**config.mk**
```make
export PLATFORM = sky130hd
export DESIGN_NAME = fnpt_ram
export DESIGN_NICKNAME = d
export VERILOG_FILES = /design/src/sv/fnpt_ram.sv
export SDC_FILE = /design/constraint.sdc
export NUM_CORES = 1
export LEC_CHECK = 0
export BUFFER_PORTS_ARGS = -buffer_cell sky130_fd_sc_hd__clkbuf_2
export CAP_MARGIN = 20
export CORE_MARGIN = 2
export CORE_UTILIZATION = 37
export DETAILED_ROUTE_END_ITERATION = 10
export SLEW_MARGIN = 20
export SYNTH_ARGS = -nofsm -noshare
export SYNTH_HDL_FRONTEND = slang
export SYNTH_SLANG_ARGS = --single-unit
```
**constraint.sdc**
```tcl
create_clock -name clk -period 4.3 [get_ports clk]
set_input_delay 0.645 -clock clk [delete_from_list [all_inputs] [get_ports clk]]
set_output_delay 0.645 -clock clk [all_outputs]
set_load 0.01 [all_outputs]
```
**src/sv/fnpt_ram.sv**
```systemverilog
`timescale 1ns / 1ps

module fnpt_ram #(
    parameter int WIDTH = 8,
    parameter int DEPTH = 32
) (
    input  logic                                     clk,
    input  logic                                     we,
    input  logic [((DEPTH > 1) ? $clog2(DEPTH) : 1)-1:0] waddr,
    input  logic [WIDTH-1:0]                         wdata,
    input  logic [((DEPTH > 1) ? $clog2(DEPTH) : 1)-1:0] raddr,
    output logic [WIDTH-1:0]                         rdata
);

    logic [WIDTH-1:0] mem [DEPTH];

    always_ff @(posedge clk)
    begin
        if (we)
        begin
            mem[waddr] <= wdata;
        end
        rdata <= mem[raddr];
    end

endmodule

```
==> metrics.cfg, run 1 <==
[placement]
dp_slack_ns = 1.29
port_buffers = 27
hpwl_um = 13300
routabilityCongestion = 0.753

[routing]
vias = 4420
wl_per_cell_um = 25.4
ant_nets = 0
dr.pass1.iters = 4
drt_iter0_drc = 462
drt_drc_violations_left = 0
viasPerCell = 5.39
wirelength_um = 20800

[timing]
slew_viol_final = 0
setup_viol = 0
slew-limit-headroom_pct = 26.9
fmax_ghz = 0.410
fin_setup_tns_ns = 0
min_period_over_period_pct = 56.7
hold_ws_ns = 0.624
layout_setup_ws_ns = 1.86
tightest_slew_ns = 1.09
rsz0062_at_grt = no
fin_crit_ns = 2.44
hold_violations = 0
skew_ns = 0.0184

[global_route]
grt_overflow_total = 0
grt_pass1_wl_um = 30900
antenna_found_initial = 0
met1_usage_pct = 20.5
grt_pass1_vias = 4613
grt_usage_pct = 15.0
grt_max_degree = 34
use_met2_pct = 25.1
top_usage_layer = met2
gr-usage-met3_pct = 2.99

[power]
power.density_nw_per_um2 = 471
power.leakage_nw = 3.53
ir_drop_uv = 330

[run]
max_cap_viol_count = 0

[synth]
syn_inst = 417
postSynthAreaPerCell_sq_um = 24.1
synth-edff-count = 256
async_flop_share_pct = 0
syn_area_sq_um = 10100
synth.largest_area_cell = edfxtp_1
synthTopCellsByArea = edfxtp_1 76%, mux4_2 18%, dfxtp_1 1.6%, nor2_1 1.2%, mux2_2 0.90%
synthesis.nets = 437
ys_warn_count = 0
ys_ff_latch = 264
ys_types = 15
yosysTopAreaCellShare_pct = 76.5
synth-main-ff-cell = edfxtp_1
seq_area_frac_synth_pct = 78.1

[floorplanning]
num_rows = 60
dieArea_sq_um = 28500
die_x_um = 169
ioPinCount = 28
die_y_um = 169
fp.coreArea_sq_um = 26800
initial_core_util_pct = 37.5

[cells_and_area]
num_antenna_cells = 0
final_common_cell = edfxtp_1
syn_to_final_growth_pct = 14.1
ff_latch_area_sq_um = 7850
layout_common_cells = 256 x edfxtp_1, 80 x mux4_2, 29 x nor2_1, 27 x clkbuf_16, 26 x clkbuf_2
drive_above_1_share_pct = 35.1
nets = 478
fillCellCount = 2243
multi_input_area_sq_um = 2110

[clock_network]
cts_hold_buf = 0
clock_latency_ns = 0.53
numCtsBuffers = 27
clk_pin_slew_worst_paths_ns = 0.06
cts_buffer_depth = 3
htree_levels = 1
cts-resized-gates = 0
cts-root-buf = clkbuf_16
cts_setup_buffers = 0
tritoncts = yes
cts_sinks = 264

[setup_path]
r2r_setup_slack_ns = 2.48
worstPathArrival_ns = 2.85
critPathKind = in -> reg
rr_startpoint = mem[18][5]
cp-start-kind = primary input
crit_path_end_kind = register
crit_fanout = 33
critical_path_required_ns = 4.71
rr_worst_depth = 3
r2r_end = rdata[5]

[hold_path]
worstHoldPathCells = 2
hold_class = in -> reg
min_from = raddr[3]
holdPathEnd = rdata[4]

[outcome]
status = complete, no violations

[through the flow]
step	util (%)	cells	cell area [sq um]	power (mW)
after floorplan	-	417	10100	3.08
final	42.8	820	11500	5.40
after detailed placement	39.5	770	10600	3.20
after CTS	42.8	820	11500	5.46
after global routing	42.8	820	11500	5.57
after global placement	39.4	768	10600	3.19
[cells in the mapped netlist, types with 2 or more instances]
master,count
nand3_1,2
mux2_2,8
dfxtp_1,8
nor2_1,33
or3b_2,3
buf_1,6
buf_4,6
nand3b_1,5
edfxtp_1,256
clkbuf_1,6
mux4_2,80
[where the power goes]
group | internal [mW] | switching [mW] | total, mW
clock | 1.34 | 0.929 | 2.27
sequential | 2.86 | 0.0127 | 2.87
combinational | 0.115 | 0.148 | 0.263
[worst max path at each step]
stage / slack (ns) / from / cells past startpoint / to
floorplan: 1.85 / raddr[2] / 5 / rdata[0]
global placement: 1.27 / raddr[2] / 5 / rdata[6]
detailed placement: 1.29 / raddr[2] / 5 / rdata[1]
CTS: 1.80 / raddr[2] / 5 / rdata[1]
global route: 1.79 / raddr[2] / 5 / rdata[7]
finish: 1.86 / raddr[2] / 5 / rdata[4]
[critical path, stage by stage]
cell and delay [ns]:
clkbuf_2 0.73, buf_12 0.31, mux4_2 0.35, mux4_2 0.50
mux2_2 0.28
[registers in the layout, summed over array words and instances, names as in the netlist]
register	cells
mem	256
rdata	8
[logic make-up after synthesis]
kind of cell	Yosys count	share of synthesized area (%)
mux	88	18.8
flops	264	78.1
simple gates	45	2.07
buf+inv	20	1.06
[metal layers]
metal  wire (um)  vias up
li1            -     1865
met1        8570     2382
met2       10500      156
met3        1420       17
met4         341        0
met5           0        -
[area by class of cell]
cell class / instances / area share (%)
clock buffers: 31 / 6.02
clock inverters: 19 / 1.60
multi-input cells: 133 / 18.4
flip-flops and latches: 264 / 68.4
well taps: 341 / 3.72
repair buffers: 32 / 1.81
Note: power is estimated with default switching activity, not from simulation.
==> run 2: changes to the inputs <==
==> constraint.sdc (replaced) <==
create_clock -name clk -period 2 [get_ports clk]
set_input_delay 0.3 -clock clk [delete_from_list [all_inputs] [get_ports clk]]
set_output_delay 0.3 -clock clk [all_outputs]
set_load 0.01 [all_outputs]
==> run 2 against run 1 <==
Net effect:
- via count rose by 5.6%
- critical endpoint is now rdata[5]
- clock power rose by 110%
- final cell count rose by 7.1%
- non-clock buffer count rose by 60
- largest power group unchanged
==> metrics.cfg, run 2 (synthesis results as in run 1) <==
[outcome]
status = complete, no violations  ; unchanged

[timing]
hold_violations = 0  ; unchanged
skew_ns = 0.0164  ; was 0.0184 ns
setup_viol = 0  ; unchanged
min_period_over_period_pct = 91.6
fmax_ghz = 0.546
slew-limit-headroom_pct = 52.0  ; was 26.9%
tightest_slew_ns = 0.721  ; was 1.09 ns
slew_viol_final = 0  ; unchanged
rsz0062_at_grt = no  ; unchanged
fin_crit_ns = 1.83
layout_setup_ws_ns = 0.168  ; was 1.86 ns

[cells_and_area]
largest_register_ffs = 256  ; unchanged
layout_common_cells = 256 x edfxtp_1, 80 x mux4_2, 58 x buf_4, 33 x nor2_1, 27 x clkbuf_16  ; was 256 x edfxtp_1, 80 x mux4_2, 29 x nor2_1, 27 x clkbuf_16, 26 x clkbuf_2
largestRegisters = mem (256), rdata (8)  ; unchanged
num_antenna_cells = 0  ; unchanged
finalInstanceArea_sq_um = 12000  ; was 11500 sq um
largest_register = mem  ; unchanged
nets = 537  ; was 478
fillCellCount = 2183  ; was 2243
syn_to_final_growth_pct = 19.0  ; was 14.1%
drive_above_1_share_pct = 41.2  ; was 35.1%
fin_cells = 878  ; was 820
final_common_cell = edfxtp_1  ; unchanged

[routing]
wl_per_cell_um = 24.2  ; was 25.4 um
dr_wl_met3_um = 1200  ; was 1420 um
ant_nets = 0  ; unchanged
dr.pass1.iters = 7  ; was 4
viasPerCell = 5.32  ; was 5.39
vias = 4669  ; was 4420
dr.max_layer_used = met4  ; unchanged
wl_met2_um = 10600  ; was 10500 um
drt_iter0_drc = 387  ; was 462
wirelength_um = 21200  ; was 20800 um
met1_length_um = 9010  ; was 8570 um
drt_drc_violations_left = 0  ; unchanged

[clock_network]
cts_setup_buffers = 0  ; unchanged
cts_hold_buf = 0  ; unchanged
cts_sinks = 264  ; unchanged
numCtsBuffers = 26  ; was 27
clock_latency_ns = 0.52  ; was 0.53 ns
clk_pin_slew_worst_paths_ns = 0.06  ; about the same
cts_buffer_depth = 3  ; unchanged
tritoncts = yes  ; unchanged
cts-root-buf = clkbuf_16  ; unchanged
cts-resized-gates = 0  ; unchanged
htree_levels = 1  ; unchanged

[power]
power.density_nw_per_um2 = 974  ; was 471 nW/um^2
p_int_mw = 9.32  ; was 4.31 mW
power.leakage_nw = 3.87  ; was 3.53 nW
clockPowerShare_pct = 41.6  ; was 41.9%
ir_drop_uv = 658  ; was 330 uV
power.net_switching_mw = 2.33  ; was 1.09 mW
seq_power_share_pct = 53.1  ; was 53.2%
combPwrFrac_pct = 5.4  ; was 4.9%
switching_share_pct = 20.0  ; was 20.2%

[setup_path]
critical_path_required_ns = 2.40  ; was 4.71 ns
cp-startpoint = mem[5][5]  ; was raddr[2]
critPathKind = reg -> reg  ; was in -> reg
cp-start-kind = register  ; was primary input
crit_path_end_kind = register  ; unchanged
worstPathArrival_ns = 2.23  ; was 2.85 ns
crit_fanout = 1  ; was 33
rr_startpoint = mem[5][5]  ; was mem[18][5]

[global_route]
grt_pass1_wl_um = 31700  ; was 30900 um
grt_overflow_total = 0  ; unchanged
antenna_found_initial = 0  ; unchanged
grt_max_degree = 33  ; was 34
grt_pass1_vias = 4863  ; was 4613
grt_usage_pct = 15.3  ; was 15.0%

[placement]
postPlaceCellArea_sq_um = 11100  ; was 10600 sq um
port_buffers = 27  ; unchanged
placedCellCount = 830  ; was 770
routabilityCongestion = 0.855  ; was 0.753
dp_slack_ns = -0.291  ; was 1.29 ns
hpwl_um = 14300  ; was 13300 um

[floorplanning]
ioPinCount = 28  ; unchanged
fp.coreArea_sq_um = 26800  ; unchanged
die_y_um = 169  ; unchanged
num_rows = 60  ; unchanged
die_x_um = 169  ; unchanged
initial_core_util_pct = 37.5  ; unchanged
dieArea_sq_um = 28500  ; unchanged

[hold_path]
min_from = raddr[3]  ; unchanged
hold_class = in -> reg  ; unchanged

[run]
max_cap_viol_count = 0  ; unchanged

==> run 2: stage by stage <==
stage                     hold WS [ns]  TNS (ns)  power, mW  utilization (%)
after floorplan                  0.399         0       6.62                -
after CTS                        0.305         0       11.8             44.6
after global placement           0.721     -2.12       6.93             41.4
after detailed placement         0.725     -2.08       6.94             41.4
after global routing             0.308         0       12.0             44.6
final                            0.307         0       11.7             44.6
==> run 2: cell type report <==
| type | instances | area (sq um) | area share [%] |
|---|---|---|---|
| multi-input cells | 133 | 2100 | 17.6 |
| well taps | 341 | 427 | 3.57 |
| clock inverters | 16 | 168 | 1.40 |
| clock buffers | 32 | 694 | 5.81 |
| repair buffers | 92 | 726 | 6.07 |
| flip-flops and latches | 264 | 7850 | 65.6 |
==> run 2: power groups by stage <==
stage	sequential, mW	combinational [mW]	clock [mW]
final	6.18	0.624	4.84
after global routing	6.19	0.669	5.18
after CTS	6.19	0.639	4.96
after detailed placement	6.30	0.638	0
after global placement	6.30	0.622	0
after floorplan	6.30	0.329	0
==> run 2: worst paths after layout <==
check | end | slack (ns) | cells after the start
max | rdata[5] | 0.17 | 3
min | rdata[4] | 0.31 | 2
max reg2reg | rdata[5] | 0.17 | 3
min reg2reg | rdata[4] | 0.90 | 3
==> run 2: per-layer routing <==
layer  vias up  GRT usage (%)
met2       141           25.9
met4         0           4.05
met1      2511           20.6
met3        31           2.67
li1       1986              -
met5         -              0
==> run 2: critical path: stages, from the launching register on <==
cell and delay (ns):
edfxtp_1 0.36, mux4_2 0.51, mux4_2 0.53, mux2_2 0.31
==> run 3: changes to the inputs <==
==> constraint.sdc (replaced) <==
create_clock -name clk -period 1.8 [get_ports clk]
set_input_delay 0.27 -clock clk [delete_from_list [all_inputs] [get_ports clk]]
set_output_delay 0.27 -clock clk [all_outputs]
set_load 0.01 [all_outputs]
==> run 3 against run 2 <==
Net effect:
- the run now ends with setup timing left
- global-route usage is 0.14 points lower
- setup slack got worse by 0.20 ns
- routed wire length shrank 1.1%
- critical path depth did not move
- worst hold slack lost 0.030 ns
- utilization is 0.39 points lower
- combinational power increased by 10%
- maximum frequency about the same
- non-clock buffer count shrank 14
- die area unchanged
- sequential cell count stayed put
- final cell count is 1.7% lower
- critical path type unchanged
- largest cell class unchanged
- largest power group unchanged
==> metrics.cfg, run 3 (synthesis results as in run 1) <==
[routing]
vias = 4530  ; was 4669
wirelength_um = 21000  ; was 21200 um
drt_iter0_drc = 510  ; was 387
ant_nets = 0  ; unchanged
dr.pass1.iters = 5  ; was 7
viasPerCell = 5.25  ; was 5.32
wl_per_cell_um = 24.4  ; was 24.2 um
drt_drc_violations_left = 0  ; unchanged

[hold_path]
hold_class = in -> reg  ; unchanged
holdPathEnd = mem[28][4]  ; was rdata[4]
min_from = wdata[4]  ; was raddr[3]
worstHoldPathCells = 2  ; unchanged

[floorplanning]
ioPinCount = 28  ; unchanged
die_x_um = 169  ; unchanged
dieArea_sq_um = 28500  ; unchanged
initial_core_util_pct = 37.5  ; unchanged
num_rows = 60  ; unchanged
die_y_um = 169  ; unchanged
fp.coreArea_sq_um = 26800  ; unchanged

[cells_and_area]
nets = 522  ; was 537
syn_to_final_growth_pct = 17.9  ; was 19.0%
drive_above_1_share_pct = 39.3  ; was 41.2%
layout_common_cells = 256 x edfxtp_1, 80 x mux4_2, 46 x buf_4, 33 x nor2_1, 26 x clkbuf_2  ; was 256 x edfxtp_1, 80 x mux4_2, 58 x buf_4, 33 x nor2_1, 27 x clkbuf_16
final_common_cell = edfxtp_1  ; unchanged
largest_register_ffs = 256  ; unchanged
largest_register = mem  ; unchanged
largestRegisters = mem (256), rdata (8)  ; unchanged
fillCellCount = 2188  ; was 2183

[setup_path]
cp-start-kind = register  ; unchanged
r2r_setup_slack_ns = -0.03  ; was 0.17 ns
cp-startpoint = mem[29][0]  ; was mem[5][5]
crit_fanout = 1  ; unchanged
rr_worst_depth = 3  ; unchanged
critical_path_required_ns = 2.19  ; was 2.40 ns
crit_path_end_kind = register  ; unchanged
worstPathArrival_ns = 2.22  ; was 2.23 ns
critPathKind = reg -> reg  ; unchanged
r2r_end = rdata[0]  ; was rdata[5]
rr_startpoint = mem[29][0]  ; was mem[5][5]

[clock_network]
numCtsBuffers = 25  ; was 26
cts_sinks = 264  ; unchanged
htree_levels = 1  ; unchanged
cts-root-buf = clkbuf_16  ; unchanged
clock_latency_ns = 0.52  ; about the same
tritoncts = yes  ; unchanged
clk_pin_slew_worst_paths_ns = 0.06  ; about the same
cts_hold_buf = 0  ; unchanged
cts_buffer_depth = 3  ; unchanged

[global_route]
use_met2_pct = 25.1  ; was 25.9%
grt_pass1_vias = 4718  ; was 4863
grt_usage_pct = 15.1  ; was 15.3%
met1_usage_pct = 21.1  ; was 20.6%
grt_max_degree = 36  ; was 33
grt_pass1_wl_um = 31300  ; was 31700 um
grt_overflow_total = 0  ; unchanged
gr-usage-met3_pct = 2.62  ; was 2.67%
top_usage_layer = met2  ; unchanged
antenna_found_initial = 0  ; unchanged

[timing]
tightest_slew_ns = 0.735  ; was 0.721 ns
skew_ns = 0.0228  ; was 0.0164 ns
setup_viol = 3  ; was 0
hold_ws_ns = 0.277  ; was 0.307 ns
slew-limit-headroom_pct = 51.0  ; was 52.0%
hold_violations = 0  ; unchanged
min_period_over_period_pct = 102  ; was 91.6%
layout_setup_ws_ns = -0.0325  ; was 0.168 ns
fin_crit_ns = 1.83  ; about the same
fmax_ghz = 0.546  ; about the same
slew_viol_final = 0  ; unchanged
rsz0062_at_grt = yes  ; was no

[power]
clockPowerShare_pct = 42.4  ; was 41.6%
power.density_nw_per_um2 = 1100  ; was 974 nW/um^2
power.leakage_nw = 3.81  ; was 3.87 nW
p_int_mw = 10.5  ; was 9.32 mW
power.net_switching_mw = 2.55  ; was 2.33 mW
seq_power_share_pct = 52.4  ; was 53.1%
switching_share_pct = 19.5  ; was 20.0%
ir_drop_uv = 552  ; was 658 uV
combPwrFrac_pct = 5.2  ; was 5.4%

[outcome]
violations = setup timing
status = finished, violations left  ; was complete, no violations

[placement]
port_buffers = 27  ; unchanged
routabilityCongestion = 0.743  ; was 0.855
dp_slack_ns = -0.407  ; was -0.291 ns
hpwl_um = 13300  ; was 14300 um

[run]
max_cap_viol_count = 0  ; unchanged

run 3: cell count changes in the layout (fill, tap and decap cells not counted), sizes merged:
cell      change
buf          -14
bufinv        +3
clkbuf        -5
clkinv        +2
clkinvlp      -1
diode         +1
inv           -1
run 3: worst max-delay path, stage by stage, from the launching register on:
cell and delay, ns:
edfxtp_1 0.36, mux4_2 0.52, mux4_2 0.54, mux2_4 0.28
run 3: worst max path at each step:
stage / end / slack (ns) / depth (start not counted)
floorplan: rdata[0] / -0.07 / 5
global placement: rdata[6] / -0.41 / 5
detailed placement: rdata[6] / -0.41 / 5
CTS: rdata[6] / -0.06 / 3
global route: rdata[4] / -0.06 / 3
finish: rdata[0] / -0.03 / 3
run 3: per-stage QoR:
step	util (%)	area (sq um)	TNS [ns]	std cells	total power, mW
floorplan	-	10200	-0.536	417	7.39
global placement	40.9	11000	-2.97	816	7.68
detailed placement	40.9	11000	-3.05	816	7.69
CTS	44.2	11900	-0.148	862	13.2
global route	44.2	11900	-0.250	862	13.5
finish	44.2	11900	-0.0555	863	13.1
run 3: layout make-up:
class / instances / area, sq um / share of cell area [%]
sequential: 264 / 7850 / 66.2
multi-input combinational: 133 / 2110 / 17.8
clock buffer: 27 / 633 / 5.34
timing repair buffer: 78 / 596 / 5.02
tap: 341 / 427 / 3.60
clock inverter: 19 / 241 / 2.04
antenna: 1 / 2.50 / 0.0211
run 3: what timing repair did:
item	4_1_cts	5_1_grt
endpoints found under the setup margin	5	7
resized for setup	3	0
cloned	0	0
setup buffers	0	0
run 3: power groups by stage:
| stage | Clock [mW] | Combinational (mW) | Sequential (mW) |
|---|---|---|---|
| finish | 5.55 | 0.687 | 6.86 |
| floorplan | 0 | 0.393 | 7.00 |
| CTS | 5.64 | 0.704 | 6.87 |
| global route | 5.90 | 0.739 | 6.87 |
| global placement | 0 | 0.686 | 6.99 |
| detailed placement | 0 | 0.697 | 7.00 |
run 3: metal layers:
layer  wire length, um  part of all wire, %
met4               339                  1.6
met5                 0                    0
met1              8980                   43
met2             10400                   50
met3              1290                  6.1
